<file path="src/hw/rtl/ansi_sgr_color_parser_defines.svh">
// Assertion macros used by the top level of the colour parser RTL.
`ifndef ANSI_SGR_COLOR_PARSER_DEFINES_SVH
`define ANSI_SGR_COLOR_PARSER_DEFINES_SVH

// The condition must never hold at a clock edge outside reset.
`define ASGR_ASSERT_NEVER(lbl, cond, msg) \
  lbl: assert property (@(posedge clk) disable iff (rst) !(cond)) else $error(msg);

// When the antecedent holds, the consequent must hold in the following cycle.
`define ASGR_ASSERT_NEXT(lbl, ante, cons, msg) \
  lbl: assert property (@(posedge clk) disable iff (rst) (ante) |=> (cons)) else $error(msg);

`endif

</file>
<file path="src/hw/rtl/asgr_pkg.sv">
// Types, character codes and the SGR colour function of the colour parser.
package asgr_pkg;

  typedef enum logic [2:0] {
    ST_TEXT    = 3'd0,
    ST_ESC     = 3'd1,
    ST_CSI     = 3'd2,
    ST_PARAM   = 3'd3,
    ST_BRACKET = 3'd4,
    ST_QUERY   = 3'd5,
    ST_PRIVATE = 3'd6
  } parse_state_t;

  localparam logic [7:0] BYTE_NUL = 8'h00;
  localparam logic [7:0] BYTE_BEL = 8'h07;
  localparam logic [7:0] BYTE_VT  = 8'h0B;
  localparam logic [7:0] BYTE_FF  = 8'h0C;
  localparam logic [7:0] BYTE_CR  = 8'h0D;
  localparam logic [7:0] BYTE_CAN = 8'h18;
  localparam logic [7:0] BYTE_SUB = 8'h1A;
  localparam logic [7:0] BYTE_ESC = 8'h1B;
  localparam logic [7:0] BYTE_DEL = 8'h7F;
  localparam logic [7:0] BYTE_CSI = 8'h9B;

  localparam logic [7:0] CH_ZERO     = 8'h30;
  localparam logic [7:0] CH_NINE     = 8'h39;
  localparam logic [7:0] CH_SEMI     = 8'h3B;
  localparam logic [7:0] CH_EQ       = 8'h3D;
  localparam logic [7:0] CH_GT       = 8'h3E;
  localparam logic [7:0] CH_QUERY    = 8'h3F;
  localparam logic [7:0] CH_H        = 8'h48;
  localparam logic [7:0] CH_J        = 8'h4A;
  localparam logic [7:0] CH_K        = 8'h4B;
  localparam logic [7:0] CH_LBRACKET = 8'h5B;
  localparam logic [7:0] CH_M        = 8'h6D;

  localparam logic [7:0] SGR_RESET   = 8'd0;
  localparam logic [7:0] SGR_BOLD    = 8'd1;
  localparam logic [7:0] SGR_FG_BASE = 8'd30;
  localparam logic [7:0] SGR_BG_BASE = 8'd40;
  localparam logic [7:0] PARAM_MAX   = 8'd255;

  localparam logic [4:0] FG_DEFAULT = 5'd7;
  localparam logic [7:0] BG_DEFAULT = 8'd0;
  localparam logic [4:0] FG_BOLD    = 5'd8;

  localparam logic KIND_ECHO = 1'b0;
  localparam logic KIND_ATTR = 1'b1;

  localparam int FIFO_DEPTH = 4;
  localparam int FIFO_AW    = 2;
  localparam int FIFO_CW    = 3;

  typedef struct packed {
    logic [4:0] fg;
    logic [7:0] bg;
  } colour_t;

  typedef struct packed {
    logic       kind;
    logic [7:0] out_byte;
    logic [4:0] fg_color;
    logic [7:0] bg_color;
    logic       fg_nondefault;
    logic       bg_nondefault;
    logic       last;
  } result_t;

  typedef struct packed {
    logic [1:0] push_n;
    result_t    res0;
    result_t    res1;
  } push_t;

  typedef struct packed {
    logic               room;
    logic [FIFO_CW-1:0] count;
  } fifo_status_t;

  function automatic colour_t sgr_apply(logic [7:0] x, colour_t committed);
    colour_t    r;
    logic [7:0] diff;
    r    = committed;
    diff = x - SGR_FG_BASE;
    if (x == SGR_RESET) begin
      r.fg = FG_DEFAULT;
      r.bg = BG_DEFAULT;
    end else if (x == SGR_BOLD) begin
      r.fg = committed.fg | FG_BOLD;
    end else if (x >= SGR_BG_BASE) begin
      r.bg = x - SGR_BG_BASE;
    end else if (x >= SGR_FG_BASE) begin
      r.fg = ((|committed.fg[4:3]) ? FG_BOLD : 5'd0) + diff[4:0];
    end
    return r;
  endfunction

endpackage

</file>
<file path="src/hw/rtl/ansi_sgr_color_parser.sv">
// Top level of the ANSI SGR colour parser.
//
// Terminal output enters one byte per transaction on the in_valid/in_ready
// channel. Results leave one per transaction on the out_valid/out_ready
// channel with the fields kind, out_byte, fg_color, bg_color, fg_nondefault,
// bg_nondefault and last.
// A byte is accepted every cycle while the receiver keeps up. It is held in an
// input register and parsed as soon as the four-entry result queue has room for
// two results, when its results enter the queue; the first result is offered
// once it is registered in the queue. A byte that produces an attribute change
// and an echo gives two results. The output delivers one result per cycle while
// out_ready is high, so the input takes one byte per cycle while each byte gives at most one result.
// Escape, control and dropped bytes give no result.
// When the receiver stalls, the queue absorbs results until fewer than two
// entries are free; the input register then holds its byte and in_ready
// falls until space returns.
// Synchronous reset returns the parser to plain text with default colours
// (foreground 7, background 0) and empties the queue.
module ansi_sgr_color_parser (
  input  logic       clk,
  input  logic       rst,
  input  logic       in_valid,
  output logic       in_ready,
  input  logic [7:0] in_byte,
  output logic       out_valid,
  input  logic       out_ready,
  output logic       kind,
  output logic [7:0] out_byte,
  output logic [4:0] fg_color,
  output logic [7:0] bg_color,
  output logic       fg_nondefault,
  output logic       bg_nondefault,
  output logic       last
);
  import asgr_pkg::*;

  `include "ansi_sgr_color_parser_defines.svh"

  logic         byte_valid;
  logic [7:0]   byte_q;
  logic         step;
  logic         pop;
  push_t        push;
  result_t      head;
  fifo_status_t status;

  assign step     = byte_valid && status.room;
  assign in_ready = !byte_valid || step;
  assign pop      = out_valid && out_ready;

  always_ff @(posedge clk) begin
    if (rst) begin
      byte_valid <= 1'b0;
    end else if (in_ready) begin
      byte_valid <= in_valid;
    end
  end

  always_ff @(posedge clk) begin
    if (in_ready && in_valid) begin
      byte_q <= in_byte;
    end
  end

  asgr_parser u_parser (
    .clk     (clk),
    .rst     (rst),
    .step    (step),
    .byte_in (byte_q),
    .push    (push)
  );

  asgr_out_fifo u_fifo (
    .clk    (clk),
    .rst    (rst),
    .push   (push),
    .pop    (pop),
    .head   (head),
    .valid  (out_valid),
    .status (status)
  );

  assign kind          = head.kind;
  assign out_byte      = head.out_byte;
  assign fg_color      = head.fg_color;
  assign bg_color      = head.bg_color;
  assign fg_nondefault = head.fg_nondefault;
  assign bg_nondefault = head.bg_nondefault;
  assign last          = head.last;

  `ASGR_ASSERT_NEVER(a_queue_bound, status.count > FIFO_CW'(FIFO_DEPTH), "result queue overflow")
  `ASGR_ASSERT_NEXT(a_pair_push, (push.push_n == 2'd2) && !pop, status.count == $past(status.count) + 3'd2, "result pair not queued")
  `ASGR_ASSERT_NEVER(a_attr_not_last, out_valid && (kind == KIND_ATTR) && last, "attribute change marked last")
  `ASGR_ASSERT_NEVER(a_step_no_room, (push.push_n != 2'd0) && !step, "results pushed without a parse step")

endmodule

</file>
<file path="src/hw/rtl/asgr_parser.sv">
// Escape sequence parser with SGR colour state and result generation.
module asgr_parser (
  input  logic              clk,
  input  logic              rst,
  input  logic              step,
  input  logic [7:0]        byte_in,
  output asgr_pkg::push_t   push
);
  import asgr_pkg::*;

  parse_state_t state, state_next;
  colour_t      committed, committed_next;
  colour_t      pending, pending_next;
  logic [7:0]   param_value, param_value_next;
  logic         change_outstanding, change_outstanding_next;

  logic         is_ctrl;
  logic         do_param;
  colour_t      work_pend;
  logic [7:0]   work_pv;
  logic [11:0]  acc;
  logic [7:0]   digit_sat;
  logic [7:0]   digit_off;

  always_comb begin
    is_ctrl = (byte_in == BYTE_CAN) || (byte_in == BYTE_SUB) || (byte_in == BYTE_ESC) ||
              (byte_in == BYTE_CSI) || (byte_in == BYTE_NUL) || (byte_in == BYTE_BEL) ||
              (byte_in == BYTE_VT) || (byte_in == BYTE_FF) || (byte_in == BYTE_CR) ||
              (byte_in == BYTE_DEL);
  end

  always_comb begin
    state_next              = state;
    committed_next          = committed;
    pending_next            = pending;
    param_value_next        = param_value;
    change_outstanding_next = change_outstanding;
    do_param                = 1'b0;
    work_pend               = pending;
    work_pv                 = param_value;
    digit_off               = byte_in - CH_ZERO;
    acc                     = '0;
    digit_sat               = '0;
    priority if ((byte_in == BYTE_CAN) || (byte_in == BYTE_SUB)) begin
      state_next = ST_TEXT;
    end else if (byte_in == BYTE_ESC) begin
      state_next = ST_ESC;
    end else if (byte_in == BYTE_CSI) begin
      state_next = ST_CSI;
    end else if (is_ctrl) begin
      state_next = state;
    end else begin
      unique case (state)
        ST_TEXT: begin
          change_outstanding_next = 1'b0;
        end
        ST_ESC: begin
          if (byte_in == CH_LBRACKET) begin
            state_next = ST_CSI;
          end else if ((byte_in == CH_EQ) || (byte_in == CH_GT) || (byte_in == CH_H)) begin
            state_next = ST_TEXT;
          end
        end
        ST_CSI: begin
          if ((byte_in == CH_K) || (byte_in == CH_H) || (byte_in == CH_J)) begin
            state_next = ST_TEXT;
          end else if (byte_in == CH_QUERY) begin
            state_next = ST_QUERY;
          end else begin
            do_param  = 1'b1;
            work_pend = sgr_apply(SGR_RESET, committed);
            work_pv   = SGR_RESET;
          end
        end
        ST_PARAM: begin
          do_param = 1'b1;
        end
        ST_QUERY: begin
          pending_next     = sgr_apply(byte_in, committed);
          param_value_next = byte_in;
          state_next       = ST_PRIVATE;
        end
        default: begin
          state_next = ST_TEXT;
        end
      endcase
      if (do_param) begin
        state_next       = ST_PARAM;
        pending_next     = work_pend;
        param_value_next = work_pv;
        acc              = {4'd0, work_pv} * 12'd10 + {4'd0, digit_off};
        digit_sat        = (acc > {4'd0, PARAM_MAX}) ? PARAM_MAX : acc[7:0];
        if (byte_in == CH_M) begin
          if (committed != work_pend) begin
            committed_next          = work_pend;
            param_value_next        = '0;
            change_outstanding_next = 1'b1;
          end
          state_next = ST_TEXT;
        end else if (byte_in == CH_LBRACKET) begin
          state_next = ST_BRACKET;
        end else if (byte_in == CH_SEMI) begin
          pending_next     = sgr_apply(SGR_RESET, committed);
          param_value_next = SGR_RESET;
        end else if ((byte_in >= CH_ZERO) && (byte_in <= CH_NINE)) begin
          pending_next     = sgr_apply(digit_sat, committed);
          param_value_next = digit_sat;
        end else begin
          state_next = ST_TEXT;
        end
      end
    end
  end

  always_comb begin
    result_t attr;
    result_t echo;
    attr               = '0;
    attr.kind          = KIND_ATTR;
    attr.fg_color      = pending.fg;
    attr.bg_color      = pending.bg;
    attr.fg_nondefault = (pending.fg != FG_DEFAULT);
    attr.bg_nondefault = (pending.bg != BG_DEFAULT);
    attr.last          = 1'b0;
    echo               = '0;
    echo.kind          = KIND_ECHO;
    echo.out_byte      = byte_in;
    echo.last          = 1'b1;
    push               = '0;
    if (step && !is_ctrl && (state == ST_TEXT)) begin
      if (change_outstanding) begin
        push.push_n = 2'd2;
        push.res0   = attr;
        push.res1   = echo;
      end else begin
        push.push_n = 2'd1;
        push.res0   = echo;
      end
    end
  end

  always_ff @(posedge clk) begin
    if (rst) begin
      state              <= ST_TEXT;
      committed          <= '{fg: FG_DEFAULT, bg: BG_DEFAULT};
      pending            <= '{fg: FG_DEFAULT, bg: BG_DEFAULT};
      param_value        <= '0;
      change_outstanding <= 1'b0;
    end else if (step) begin
      state              <= state_next;
      committed          <= committed_next;
      pending            <= pending_next;
      param_value        <= param_value_next;
      change_outstanding <= change_outstanding_next;
    end
  end

endmodule

</file>
<file path="src/hw/rtl/asgr_out_fifo.sv">
// Result queue that takes up to two results a cycle and delivers one.
module asgr_out_fifo (
  input  logic                   clk,
  input  logic                   rst,
  input  asgr_pkg::push_t        push,
  input  logic                   pop,
  output asgr_pkg::result_t      head,
  output logic                   valid,
  output asgr_pkg::fifo_status_t status
);
  import asgr_pkg::*;

  result_t              mem [FIFO_DEPTH];
  logic [FIFO_AW-1:0]   wr_ptr, rd_ptr;
  logic [FIFO_CW-1:0]   count, count_next;
  logic [FIFO_AW-1:0]   wr_ptr_inc;

  assign wr_ptr_inc    = wr_ptr + {{(FIFO_AW-1){1'b0}}, 1'b1};
  assign count_next    = count + {{(FIFO_CW-2){1'b0}}, push.push_n}
                         - {{(FIFO_CW-1){1'b0}}, pop};
  assign valid         = (count != '0);
  assign head          = mem[rd_ptr];
  assign status.count  = count;
  assign status.room   = (count <= FIFO_CW'(FIFO_DEPTH - 2));

  always_ff @(posedge clk) begin
    if (push.push_n != 2'd0) begin
      mem[wr_ptr] <= push.res0;
    end
    if (push.push_n == 2'd2) begin
      mem[wr_ptr_inc] <= push.res1;
    end
  end

  always_ff @(posedge clk) begin
    if (rst) begin
      wr_ptr <= '0;
      rd_ptr <= '0;
      count  <= '0;
    end else begin
      wr_ptr <= wr_ptr + push.push_n[FIFO_AW-1:0];
      if (pop) begin
        rd_ptr <= rd_ptr + {{(FIFO_AW-1){1'b0}}, 1'b1};
      end
      count <= count_next;
    end
  end

endmodule

</file>
<file path="config.mk">
export PLATFORM = sky130hd
export DESIGN_NAME = ansi_sgr_color_parser
export DESIGN_NICKNAME = d
export VERILOG_FILES = /design/src/hw/rtl/asgr_pkg.sv /design/src/hw/rtl/ansi_sgr_color_parser.sv /design/src/hw/rtl/asgr_parser.sv /design/src/hw/rtl/asgr_out_fifo.sv
export VERILOG_INCLUDE_DIRS = /design/src /design/src/hw/rtl
export SDC_FILE = /design/constraint.sdc
export NUM_CORES = 1
export LEC_CHECK = 0
export ABC_AREA = 1
export BUFFER_PORTS_ARGS = -buffer_cell sky130_fd_sc_hd__buf_2
export CAP_MARGIN = 5
export CORE_ASPECT_RATIO = 0.6
export CORE_MARGIN = 1.5
export CORE_UTILIZATION = 55
export CTS_BUF_LIST = sky130_fd_sc_hd__clkbuf_8
export DETAILED_ROUTE_END_ITERATION = 7
export PLACE_DENSITY = 0.71
export SLEW_MARGIN = 20
export SYNTH_ARGS = -nofsm -noshare
export SYNTH_HDL_FRONTEND = slang
export SYNTH_SLANG_ARGS = --single-unit
</file>
<file path="constraint.sdc">
create_clock -name clk -period 5 [get_ports clk]
set_input_delay 0.75 -clock clk [delete_from_list [all_inputs] [get_ports clk]]
set_output_delay 0.75 -clock clk [all_outputs]
set_load 0.02 [all_outputs]
</file>
Yosys cells after proc, flatten, opt, wreduce, memory -nomap -nowiden
Memories as Yosys holds them, arrays and structs flattened. A register that Yosys moved wholly into a read port is not among the register bits.
Cells that the tools add are included.
{"block": "word_totals", "in_bits": 12, "latch_bits": 0, "romBits": 0, "elab_cells": 180, "ramBits": 100, "output_inout_bits": 27, "mem_count": 1, "ff_bits": 54}
{"memory": "u_fifo.mem", "depth": 4, "width": 25, "read_ports": 1, "rd_ports_with_merged_regs": 1, "wr": 2, "line_no": "asgr_out_fifo.sv:13", "rtl": "result_t mem [FIFO_DEPTH];"}
{"block": "op_classes", "bitwise_logic": 4, "add_sub_neg": 13, "n_div": 0, "n_shift": 0, "eq_ne": 31, "mul": 1, "magnitude_cmp": 8, "mux": 75, "n_reduce_logical": 35}
{"op": "$mux W13", "n": 15}
{"op": "$mux W8", "n": 19}
{"op": "$mux W52", "n": 1}
{"op": "$eq A8 B7 Y1 const B", "n": 6}
{"op": "$mux W3", "n": 12}
{"op": "$eq A8 B6 Y1 const B", "n": 4}
{"op": "$mux W5", "n": 6}
{"op": "$mux W27", "n": 1}
{"op": "$eq A8 B4 Y1 const B", "n": 3}
{"op": "$eq A8 B5 Y1 const B", "n": 3}
{"op": "$ge A8 B6 Y1 const B", "n": 3}
{"op": "$mux W24", "n": 1}
{"op": "$sub A8 B6 Y8 const B", "n": 3}
{"op": "$eq A8 B1 Y1 const B", "n": 2}
{"op": "$ge A8 B5 Y1 const B", "n": 2}
{"op": "$logic_not A8 Y1", "n": 2}
{"op": "$logic_or A1 B1 Y1", "n": 14}
{"op": "$mux W1", "n": 14}
{"op": "$ne A7 B1 Y1 const B", "n": 2}
{"op": "$ne A13 B13 Y1", "n": 1}
{"op": "$add A12 B8 Y12", "n": 1}
{"op": "$gt A12 B8 Y1 const B", "n": 1}
{"op": "$pmux W3 S4", "n": 1}
{"op": "$mul A8 B3 Y11 const B", "n": 1}
{"op": "31 further kinds", "n": 49}

Logic depth before layout (Yosys ltp)
Gate-level depths: netlist of the first run.
{"block": "logic_depth", "depth_word": 29, "mapped_depth": 37, "depth_no_buf": 36}

Modules after synthesis
From an unflattened synthesis of the first run, not the netlist that was laid out.
{"block": "hier_totals", "hier_cells": 1362, "area_unflattened_um2": 10511.3}
{"module": "asgr_out_fifo", "cells_per_inst": 604, "instances": 1, "area_per_inst_um2": 5794.3, "seq_area_each_um2": 3183.1}
{"module": "asgr_parser", "cells_per_inst": 740, "instances": 1, "area_per_inst_um2": 4414.2, "seq_area_each_um2": 760.7}
{"module": "ansi_sgr_color_parser", "cells_per_inst": 18, "instances": 1, "area_per_inst_um2": 302.8, "seq_area_each_um2": 260.2}

Least setup slack after synthesis of the first run
OpenSTA, ideal clock, no wires.
{"block": "synth_path", "path_type": "register to register", "from": "reg byte_q[4]", "to": "reg u_parser.pending[11] in the netlist's numbering", "path_slack_ns": -0.277, "synth_period_minus_slack_ns": 5.277, "required_time_ns": 4.930, "path_buffers": 1, "stages_incl_launch_ff": 36, "arrival_ns": 5.207, "setup_time_ns": 0.070, "path_cell_list": "edfxtp_1 inv_1 ha_1 nand3_1 nor2_2 nand2_2 nand3_4 clkbuf_1 nand2_1 inv_1 ha_1 ha_1 fa_1 xor2_1 ha_1 nand4_1 o211ai_1 nand2_1 nand2_1 nand2_1 nor2_1 o21ai_0 nor2_4 nand2_2 nor2_1 inv_1 ha_1 inv_1 nand3_1 nand2_1 nand3_1 nand3_1 nand2_1 nand2_1 nand3_1 a21oi_1"}
{"block": "synth_between", "elab_chain_len": 24, "elab_cells_between_ends": 86, "classes_between": "add/sub: 4; mul: 1; order compare: 7; eq/ne: 18; mux: 36; bitwise: 4; reduce/logical: 16"}
{"item": "start, declared", "line_no": "ansi_sgr_color_parser.sv:40", "rtl": "logic [7:0] byte_q;"}
{"item": "start signal, assigned", "line_no": "ansi_sgr_color_parser.sv:61", "rtl": "byte_q <= in_byte;"}
{"item": "$eq A8 B7 Y1", "line_no": "asgr_parser.sv:65", "rtl": "if ((byte_in == CH_K) || (byte_in == CH_H) || (byte_in == CH_J)) begin"}
{"item": "$logic_or A1 B1 Y1 (2 in a row)", "line_no": "asgr_parser.sv:65"}
{"item": "$mux W8", "line_no": "asgr_parser.sv:65"}
{"item": "$mux W8", "line_no": "asgr_parser.sv:53", "rtl": "unique case (state)"}
{"item": "$mux W8", "line_no": "asgr_parser.sv:50", "rtl": "end else if (is_ctrl) begin"}
{"item": "$mux W8", "line_no": "asgr_parser.sv:48", "rtl": "end else if (byte_in == BYTE_CSI) begin"}
{"item": "$mux W8", "line_no": "asgr_parser.sv:46", "rtl": "end else if (byte_in == BYTE_ESC) begin"}
{"item": "$mux W8", "line_no": "asgr_parser.sv:44", "rtl": "priority if ((byte_in == BYTE_CAN) || (byte_in == BYTE_SUB)) begin"}
{"item": "(+7 left out)"}
{"item": "$mux W5", "line_no": "asgr_pkg.sv:90", "rtl": "end else if (x >= SGR_BG_BASE) begin"}
{"item": "$mux W5", "line_no": "asgr_pkg.sv:88", "rtl": "end else if (x == SGR_BOLD) begin"}
{"item": "$mux W13", "line_no": "asgr_pkg.sv:85", "rtl": "if (x == SGR_RESET) begin"}
{"item": "$mux W13", "line_no": "asgr_parser.sv:105", "rtl": "end else if ((byte_in >= CH_ZERO) && (byte_in <= CH_NINE)) begin"}
{"item": "$mux W13", "line_no": "asgr_parser.sv:102", "rtl": "end else if (byte_in == CH_SEMI) begin"}
{"item": "$mux W13", "line_no": "asgr_parser.sv:100", "rtl": "end else if (byte_in == CH_LBRACKET) begin"}
{"item": "$mux W13", "line_no": "asgr_parser.sv:93", "rtl": "if (byte_in == CH_M) begin"}
{"item": "$mux W13", "line_no": "asgr_parser.sv:87", "rtl": "if (do_param) begin"}
{"item": "end signal, assigned", "line_no": "asgr_parser.sv:146", "rtl": "pending <= '{fg: FG_DEFAULT, bg: BG_DEFAULT};"}
{"item": "end signal, assigned", "line_no": "asgr_parser.sv:152", "rtl": "pending <= pending_next;"}
{"item": "end, declared", "line_no": "asgr_parser.sv:13", "rtl": "colour_t pending, pending_next;"}
Several ways; a longest one is shown, not always the timed one. The select of a mux whose other input is x is not followed.
A chain may end at the register's enable or synchronous reset.

Worst setup path after layout of the first run
{"block": "layout_path", "from": "reg byte_q[4]", "to": "reg u_parser.pending[2] in the netlist's numbering"}
{"block": "layout_between", "elab_chain_len": 22, "elab_cells_between_ends": 81, "classes_between": "add/sub: 3; mul: 1; order compare: 5; eq/ne: 18; mux: 34; bitwise: 4; reduce/logical: 16"}
{"item": "$eq A8 B7 Y1", "line_no": "asgr_parser.sv:65"}
{"item": "$logic_or A1 B1 Y1 (2 in a row)", "line_no": "asgr_parser.sv:65"}
{"item": "$mux W8", "line_no": "asgr_parser.sv:65"}
{"item": "$mux W8", "line_no": "asgr_parser.sv:53"}
{"item": "$mux W8", "line_no": "asgr_parser.sv:50"}
{"item": "$mux W8", "line_no": "asgr_parser.sv:48"}
{"item": "$mux W8", "line_no": "asgr_parser.sv:46"}
{"item": "$mux W8", "line_no": "asgr_parser.sv:44"}
{"item": "(+5 left out)"}
{"item": "$mux W8", "line_no": "asgr_pkg.sv:90"}
{"item": "$mux W8", "line_no": "asgr_pkg.sv:88"}
{"item": "$mux W13", "line_no": "asgr_pkg.sv:85"}
{"item": "$mux W13", "line_no": "asgr_parser.sv:105"}
{"item": "$mux W13", "line_no": "asgr_parser.sv:102"}
{"item": "$mux W13", "line_no": "asgr_parser.sv:100"}
{"item": "$mux W13", "line_no": "asgr_parser.sv:93"}
{"item": "$mux W13", "line_no": "asgr_parser.sv:87"}
Several ways; a longest one is shown, not always the timed one. The select of a mux whose other input is x is not followed.

==> metrics.md, run 1 <==
| Metric | Value |
|---|---|
| I/O pin cnt | 39 |
| Nets | around 1300 |
| Mapped Avg Cell Area | 7.383 µm² |
| Critical path peak fanout | 8 |
| PwrDens | 340.6 nW/µm² |
| Synth top area cells | dfxtp_1 25%, edfxtp_1 15%, o21ai_0 9.2% |
| CTS sink cnt | ~160 |
| Post-DP HPWL | 18950 µm |
| CP arrival | approximately 5400 ps |
| Vias/cell | 5.987 |
| Register bit count reported by yosys | about 160 |
| Largest net degree at the start of global routing | 50 |
| P_int | 2.254 mW |
| Worst Reg-to-Reg Cells | 31 |
| Slowest-stage cell, CP | edfxtp_1 |
| Final Setup Violations | 2 |
| CTS HTree Levels | 4 |
| Initial antenna violation count | 1 |
| Combinational power share | 0.291 |
| Clock buffer depth | 2 |
| Worst-Margin Slew | ~960 ps |
| Mapped cell area | 8911 µm² |
| Core Rows | 35 |
| Crit Path Category | reg2reg |
| Die area | 17000 µm² |
| Min Hold Slack | 447.4 ps |
| Global route total overflow | 0 |
| Worst Hold Depth | 1 |
| Clock root buffer | clkbuf_8 |
| Max Cap Viol | 0 |
| Pre-CTS setup slack | -198.7 ps |
| Global-route wire length before repair | 42710 µm |
| Clock-pin slew on the worst setup and hold paths | 100 ps |
| Worst-Skew Late Latency | 480 ps |
| Largest area contributor in the netlist | dfxtp_1 |
| Startpoint types | flop |
| Area delta synth->final | 17.14% |
| Failing checks | setup timing |
| Crit path largest cell delay | 450 ps |
| CTS tree | done |
| Post-CTS Hold Fix Bufs | 0 |
| Final hold vios | 0 |
| Max VDD drop | 0.0002243 V |
| RSZ-0062 raised after global routing | true |
| Starting density of the core | 0.5716 |
| Fin crit period | roughly 5000 ps |
| FILL cells | 1334 |
| Final Util | 0.6696 |
| Hold WC Path Type | in2reg |
| Iteration-0 DRC Markers | 1268 |
| Sw Share | 0.3661 |
| Final period utilization | 1.002 |
| GRT Util Overall | 0.3224 |
| Chip Height | between 100 and 150 µm |
| Post-synth top area share | 0.2516 |
| Setup skew after layout | 23.54 ps |
| Part of the power in registers | 0.420 |
| Number of global-route vias before repair | 8012 |
| Unique masters post-synth | 54 |
| # port buffers | 38 |
| Slew headroom | 0.3523 |
| Syn Inst Count | 1207 |
| Via count | 9017 |
| Routed Antenna Nets | 0 |
| Final Max Slew Viols | 0 |
| Most frequent cells in the layout | 167 x nor2_1, 160 x o21ai_0, 151 x nand2_1 |
| Worst setup EP type | flop |
| Routed len/inst | 18.10 µm |
| CP Data Required Time | 5390 ps |
| Worst Slack Setup Final | -10.40 ps |
| P_leak | 4.613 nW |
| Commonest non-fill, non-tap cell in the layout | nor2_1 |
| Fraction of layout cells with a size suffix above 1 | 0.1751 |
| Pre-Repair DR Iteration Count | 8 |
| Gpl congestion | 0.9553 |
| Highest clock rate | 0.1996 GHz |
| Switching pwr | 1.301 mW |
| Post-synthesis net count | 1253 |
| CTS Buf Count | 17 |
| Post-Route WL | 27260 µm |
| Core area | roughly 16000 µm² |
| Residual DRC | 0 |
| Outcome | finished with violations |
| Die width | 167.3 µm |
| Sequential area share after synthesis | 0.3999 |
| Clk pwr share | 0.289 |
| Synth Warn # | 0 |
[area by class of cell]
| type | instances | area [µm²] | area share |
|---|---|---|---|
| Multi-Input combinational cell | 871 | 4893 | 0.4688 |
| Sequential cell | 156 | 3563 | 0.3414 |
| Timing Repair Buffer | 116 | 825.8 | 0.07911 |
| Inverter | 126 | 484.2 | 0.04639 |
| Tap cell | 203 | 254.0 | 0.02433 |
| Clock buffer | 17 | 234.0 | 0.02241 |
| Clock inverter | 15 | 173.9 | 0.01666 |
| Timing Repair inverter | 1 | 7.507 | 0.0007192 |
| Antenna cell | 1 | 2.502 | 0.0002397 |
[timing repair]
item | in CTS | in global routing
resized for setup | 9 | 62
gates cloned | 0 | 1
pin swaps | 3 | 29
endpoints found under the setup margin | 13 | 21
buffers inserted | 3 | 14
[power by group through the flow]
stage,clock network (mW),logic [mW],registers (mW)
floorplan,0,0.660,1.51
global placement,0,0.940,1.52
finish,1.03,1.03,1.49
CTS,1.03,0.967,1.49
detailed placement,0,0.956,1.52
global route,1.08,1.14,1.51
[final timing paths]
check	from	end	slack [ps]
max	byte_q[4]	u_parser.pending[2]	-10
min	in_byte[1]	byte_q[1]	450
max reg2reg	byte_q[4]	u_parser.pending[2]	-10
min reg2reg	u_fifo.mem[2][24]	u_fifo.mem[2][24]	470
[stage by stage]
step	area (µm²)	std cells	TNS, ps	total power, mW
after floorplan	8919	1207	0	2.166
after global placement	9594	1455	-584.8	2.458
after detailed placement	9594	1455	-2132	2.476
after CTS	10050	1490	0	3.488
after global routing	10440	1505	-3156	3.726
final	10440	1506	-14.73	3.555
[metal layers]
| metal | track usage | vias to the layer above | wire [µm] |
|---|---|---|---|
| li1 | - | 4253 | - |
| met1 | 0.4897 | 4203 | 12910 |
| met2 | 0.4542 | 504 | 10880 |
| met3 | 0.07112 | 57 | 2982 |
| met4 | 0.09217 | 0 | 487 |
| met5 | 0 | - | 0 |
[Yosys cell counts, drive strengths merged]
cell type and number:
nand2 171, a22oi 1, a21oi 103, ha 31, o22ai 24, o211ai 20
a31oi 2, nand3 77, a41oi 1, o221a 1, edfxtp 44, o21a 1
a211oi 8, xor2 26, and3 2, dfxtp 112, nor3 13, a21boi 1
or2 4, a21o 1, fa 3, inv 122, o31ai 1, and2 2
buf 11, clkbuf 43, o21ai 168, o221ai 1, a211o 1, nand3b 1
xnor2 8, nand4 15, o21bai 2, a31o 1, nor2 181, clkinv 4
[registers in the layout (all words and copies together) (netlist names), named ones only]
signal,cells
byte_q,8
byte_valid,1
u_fifo.count,3
u_fifo.mem,100
u_fifo.rd_ptr,2
u_fifo.wr_ptr,2
u_parser.change_outstanding,1
u_parser.committed,13
u_parser.param_value,8
u_parser.pending,13
u_parser.state,3
[cell families (layout without fill, tap and decap cells)]
kind of cell | after synthesis | in the layout | synth area share
other | 0 | 1 | 0
AO/OA/AOI/OAI | 337 | 337 | 0.2064
buffers and inverters | 180 | 275 | 0.07905
adder cells (fa/ha/maj) | 34 | 34 | 0.05027
AND/OR/NAND/NOR | 466 | 466 | 0.2310
flip-flops | 156 | 156 | 0.3999
XOR/XNOR | 34 | 34 | 0.03342
[critical path, delay by kind of cell, from the launching register on]
family                   cells  cell delay (ps)
adder cells (fa/ha/maj)      5             1240
flip-flops                   1              450
AND/OR/NAND/NOR             12             1210
XOR/XNOR                     2              370
buffers and inverters        8              970
AO/OA/AOI/OAI                4              670
Note: power is estimated with default switching activity, not from simulation.
==> inputs of run 2 (changes only) <==
--- a/config.mk
+++ b/config.mk
@@ -9,12 +9,13 @@
 export ABC_AREA = 1
 export BUFFER_PORTS_ARGS = -buffer_cell sky130_fd_sc_hd__buf_2
 export CAP_MARGIN = 5
-export CORE_ASPECT_RATIO = 0.6
+export CORE_ASPECT_RATIO = 1.25
 export CORE_MARGIN = 1.5
 export CORE_UTILIZATION = 55
 export CTS_BUF_LIST = sky130_fd_sc_hd__clkbuf_8
 export DETAILED_ROUTE_END_ITERATION = 7
 export PLACE_DENSITY = 0.71
+export SKIP_CTS_REPAIR_TIMING = 1
 export SLEW_MARGIN = 20
 export SYNTH_ARGS = -nofsm -noshare
 export SYNTH_HDL_FRONTEND = slang
==> run 2 against run 1 <==
The flow now finishes without violations. Critical path depth increased by 2. Global-route usage decreased by 2.6 points. Clock skew decreased by 11 ps. Sequential cell count unchanged. Core utilization decreased by 2.7 points. Non-clock buffer count decreased by 28. Sequential share of layout area increased by 1.2 points. Cell area decreased by 3.4%. Total power decreased by 6.2%. Combinational power decreased by 7%. Critical endpoint is now u_parser.pending[11]. Largest power group unchanged.
==> metrics.md, run 2 (same netlist as run 1, synthesis figures left out) <==
| Metric | Value |
|---|---|
| Final period utilization | 0.9831 |
| CP Data Required Time | 5390 ps |
| Critical path peak fanout | 7 |
| I/O pin cnt | 39 |
| Max VDD drop | 0.0001464 V |
| Core Rows | 51 |
| ANT cells | 0 |
| CP arrival | 5310 ps |
| Largest net degree at the start of global routing | approximately 50 |
| Global route total overflow | 0 |
| Vias/cell | 5.721 |
| Routed Antenna Nets | 0 |
| CP most frequent cell | nand2_1 |
| Worst Reg-to-Reg Cells | 33 |
| Highest clock rate | 0.2034 GHz |
| Final instance area | 10080 µm² |
| Slew headroom | 0.3641 |
| Dpl cells | 1440 |
| Total power | 3.333 mW |
| Hold Startpoint | in_byte[0] |
| Nets | 1306 |
| PwrDens | 330.6 nW/µm² |
| Reg2reg end | u_parser.pending[11] |
| Clock-pin slew on the worst setup and hold paths | 90 ps |
| Hold WC Path Type | in2reg |
| Startpoint types | flop |
| Worst Hold Depth | 1 |
| Outcome | completed |
| Residual DRC | 0 |
| Worst setup EP type | flop |
| Crit path largest cell delay | 470 ps |
| Hold Path Sink | byte_q[0] |
| Max Cap Viol | 0 |
| Final Max Slew Viols | 0 |
| CTS tree | done |
| Post-Route WL | 24970 µm |
| Worst-Skew Late Latency | around 460 ps |
| Post-DP HPWL | approximately 17000 µm |
| Iteration-0 DRC Markers | 1006 |
| Core area | 15700 µm² |
| Placed inst area | ~9400 µm² |
| GRT Util Overall | 0.2962 |
| Setup skew after layout | 12.50 ps |
| Fraction of layout cells with a size suffix above 1 | 0.1453 |
| Area delta synth->final | 13.14% |
| Die area | 16980 µm² |
| Via count | about 8500 |
| Clock root buffer | clkbuf_8 |
| Final Setup Violations | 0 |
| Routed len/inst | 16.81 µm |
| Pre-Repair DR Iteration Count | 6 |
| Register bank with the most flops | u_fifo.mem |
| Starting density of the core | 0.5677 |
| CTS HTree Levels | 4 |
| # port buffers | 38 |
| Largest register FFs | 100 |
| Chip Height | 145.3 µm |
| Global-route wire length before repair | between 30000 and 40000 µm |
| P_leak | 4.421 nW |
| Worst-Margin Slew | 952.8 ps |
| Gpl congestion | 0.9290 |
| Die width | approximately 120 µm |
| Final hold vios | 0 |
| Most frequent cells in the layout | 171 x nor2_1, 162 x o21ai_0, 152 x nand2_1 |
| Largest registers | u_fifo.mem x100, u_parser.committed x13, u_parser.pending x13 |
| Clock buffer depth | 2 |
| Worst r2r src | byte_q[4] |
| CTS sink cnt | 156 |
| Crit Path Category | reg2reg |
| Number of global-route vias before repair | around 8000 |
| Fin cells | between 1000 and 1500 |
| Slowest-stage cell, CP | edfxtp_1 |
| CTS Buf Count | 17 |
| Commonest non-fill, non-tap cell in the layout | nor2_1 |
| RSZ-0062 raised after global routing | true |
| Fin crit period | 4916 ps |
| Reg-to-reg slack, setup | approximately 84 ps |
| Initial antenna violation count | 0 |
-- run 2: cell types whose count changed in the layout (fill, tap and decap cells not counted), moves of 3 or more --
cell      change
a21oi_1       +3
buf_4        -23
clkinv_1      +4
inv_4         -4
inv_8         -4
nor2_1        +4
o21ai_1       -4
-- run 2: per-layer routing --
metal | part of all wire | vias to the layer above | GRT usage
li1 | - | 4180 | -
met1 | 0.41 | 3951 | 0.3624
met2 | 0.50 | 295 | 0.5132
met3 | 0.047 | 69 | 0.04052
met4 | 0.039 | 0 | 0.1277
met5 | 0 | - | 0
-- run 2: power breakdown --
part / switching [mW] / leakage [nW] / internal [mW]
logic: 0.632 / 2.88 / 0.330
registers: 0.0630 / 1.36 / 1.43
clock network: 0.488 / 0.179 / 0.391
total: 1.18 / 4.42 / 2.15
-- run 2: per-stage QoR --
stage	setup WS [ps]	util	setup TNS, ps	hold slack, ps
global placement	131.9	0.6004	0	442.3
global route	-229.0	0.6423	-2296	440.8
CTS	-69.29	0.6230	-387.6	442.0
finish	84.42	0.6423	0	459.3
detailed placement	-28.50	0.6004	-66.05	452.2
floorplan	5.555	-	0	430.0
-- run 2: how the worst max path moves through the flow --
stage,cells past startpoint,startpoint,endpoint,slack [ps]
6_report,33,byte_q[4],u_parser.pending[11],80
5_1_grt,33,byte_q[4],u_parser.pending[11],-230
4_1_cts,32,byte_q[4],u_parser.pending[12],-70
3_5_place_dp,32,byte_q[4],u_parser.pending[12],-30
3_3_place_gp,32,byte_q[4],u_parser.pending[8],130
2_1_floorplan,35,byte_q[4],u_parser.pending[11],6
-- run 2: worst max-delay path: cells and delay by family, from the launching register on --
kind	cells	cell delay, ps
adders and majority gates	5	1290
DFF	1	470
AOI/OAI and AO/OA	3	480
xor gates and xnor gates	1	150
and+or+nand+nor	20	1990
buffers and inverters	4	440
-- run 2: layout make-up --
cell class | count | area (µm²)
repair buffers | 88 | 580.6
well taps | 212 | 265.3
clock inverters | 15 | 120.1
inverters | 126 | 479.2
multi-input cells | 871 | 4840
clock buffers | 17 | 234.0
flip-flops and latches | 156 | 3563
fillers | 1492 | 5615
==> inputs of run 3 (changes only) <==
--- a/config.mk
+++ b/config.mk
@@ -10,7 +10,7 @@
 export BUFFER_PORTS_ARGS = -buffer_cell sky130_fd_sc_hd__buf_2
 export CAP_MARGIN = 5
 export CORE_ASPECT_RATIO = 1.25
-export CORE_MARGIN = 1.5
+export CORE_MARGIN = 2
 export CORE_UTILIZATION = 55
 export CTS_BUF_LIST = sky130_fd_sc_hd__clkbuf_8
 export DETAILED_ROUTE_END_ITERATION = 7
==> run 3 against run 2 <==
Sequential share of layout area fell by 0.92 points. Via count rose by 1.4%. Non-clock buffer count rose by 18. Clock power rose by 10%. Routed wire length rose by 1.6%. Die area rose by 1.5%. Critical path type unchanged.
==> metrics.md, run 3 (same netlist as run 1, synthesis figures left out) <==
| Metric | Value |
|---|---|
| Outcome | completed |
| Clock buffer depth | 2 |
| Core area | 16010 µm² |
| Vias/cell | 5.713 |
| Final instance area | around 10000 µm² |
| FILL cells | between 1000 and 1500 |
| Max Cap Viol | 0 |
| Total power | 3.447 mW |
| Hold WC Path Type | in2reg |
| Min Hold Slack | ~440 ps |
| CTS sink cnt | around 160 |
| P_leak | 4.552 nW |
| Most frequent cells in the layout | 170 x nor2_1, 162 x o21ai_0, 148 x nand2_1 |
| Fraction of layout cells with a size suffix above 1 | 0.1727 |
| Final Max Slew Viols | 0 |
| Via count | 8610 |
| Clock root buffer | clkbuf_8 |
| Number of global-route vias before repair | 8134 |
| Iteration-0 DRC Markers | 1036 |
| Global route total overflow | 0 |
| Commonest non-fill, non-tap cell in the layout | nor2_1 |
| CTS tree | done |
| Largest registers | u_fifo.mem x100, u_parser.committed x13, u_parser.pending x13 |
| Max VDD drop | around 0.00015 V |
| Routed len/inst | ~17 µm |
| Critical path peak fanout | 9 |
| Final hold vios | 0 |
| Pre-Repair DR Iteration Count | 6 |
| Largest register FFs | 100 |
| # port buffers | 38 |
| Final period utilization | 0.9840 |
| PwrDens | 333.0 nW/µm² |
| Final Setup Violations | 0 |
| Pre-CTS setup slack | -74.10 ps |
| CTS HTree Levels | 4 |
| Post-DP HPWL | between 15000 and 20000 µm |
| Core Rows | 52 |
| RSZ-0062 raised after global routing | true |
| Fin crit period | between 4000 and 5000 ps |
| Routed Antenna Nets | 0 |
| Slowest-stage cell, CP | edfxtp_1 |
| Worst-Margin Slew | 935.4 ps |
| CTS Buf Count | 17 |
| Startpoint types | flop |
| CP arrival | 5290 ps |
| Area delta synth->final | 16.17% |
| GRT Util Overall | 0.2905 |
| Die width | 117.9 µm |
| Nets | 1324 |
| Worst Slack Setup Final | 80.19 ps |
| Starting density of the core | 0.5568 |
| Global-route wire length before repair | 40210 µm |
| Register bank with the most flops | u_fifo.mem |
| Crit Path Category | reg2reg |
| Clock-pin slew on the worst setup and hold paths | 90 ps |
| Crit path largest cell delay | roughly 460 ps |
| I/O pin cnt | 39 |
| Placed inst area | 9580 µm² |
| Worst-Skew Late Latency | 480 ps |
| Chip Height | roughly 150 µm |
| CP Data Required Time | 5370 ps |
| Highest clock rate | 0.2033 GHz |
| Slew headroom | 0.3757 |
| Post-Route WL | around 25000 µm |
| Worst setup EP type | flop |
| Initial antenna violation count | 0 |
| Multi-input gate area | 4913 µm² |
| Gpl congestion | ~0.94 |
| Die area | 17240 µm² |
| ANT cells | 0 |
| Sequential Area | ~3600 µm² |
| Setup skew after layout | between 10 and 15 ps |
| Largest net degree at the start of global routing | 51 |
| Residual DRC | 0 |
run 3: changes by cell type in the layout (fill, tap and decap cells not counted), sizes merged:
cell    change
clkinv      -5
inv         +4
clkbuf      +1
buf        +18
run 3: path summary, 6_finish.rpt:
path,slack [ps],endpoint,startpoint,cells past startpoint
min,440,byte_q[2],in_byte[2],1
max reg2reg,80,u_parser.pending[7],byte_q[4],31
min reg2reg,470,u_fifo.mem[2][24],u_fifo.mem[2][24],2
max,80,u_parser.pending[7],byte_q[4],31
run 3: final cells by class:
type	instances	area share
clock inverter	14	0.01426
clock buffer	18	0.02393
sequential	156	0.3442
tap	216	0.02611
timing repair buffer	106	0.07058
multi-input combinational	871	0.4746
inverter	126	0.04629
run 3: where the power goes:
part | leakage [nW] | internal (mW) | total, mW | switching, mW
combinational | 2.99 | 0.344 | 0.987 | 0.643
clock | 0.201 | 0.428 | 0.967 | 0.539
sequential | 1.36 | 1.43 | 1.49 | 0.0629
run 3: critical path: cells and delay by family (launching register included):
kind	cells	cell delay, ps
flip-flops	1	460
adder cells (fa/ha/maj)	5	1290
buffers and inverters	5	540
XOR/XNOR	1	150
AO/OA/AOI/OAI	3	570
AND/OR/NAND/NOR	17	1810
run 3: metrics by stage:
| stage | instances | TNS [ps] | utilization |
|---|---|---|---|
| after floorplan | 1207 | 0 | - |
| after global placement | 1464 | -25.25 | 0.5986 |
| after detailed placement | 1464 | -376.9 | 0.5986 |
| after CTS | 1496 | -808.6 | 0.6233 |
| after global routing | 1507 | -1727 | 0.6468 |
| final | 1507 | 0 | 0.6468 |
run 3: routing by layer:
layer / vias to the layer above / part of all wire / GRT usage / wire, µm
met5: - / 0 / 0 / 0
met4: 0 / 0.053 / 0.1705 / 1339
met3: 96 / 0.052 / 0.04375 / 1313
met2: 337 / 0.50 / 0.5041 / 12650
met1: 3951 / 0.40 / 0.3402 / 10080
li1: 4226 / - / - / -
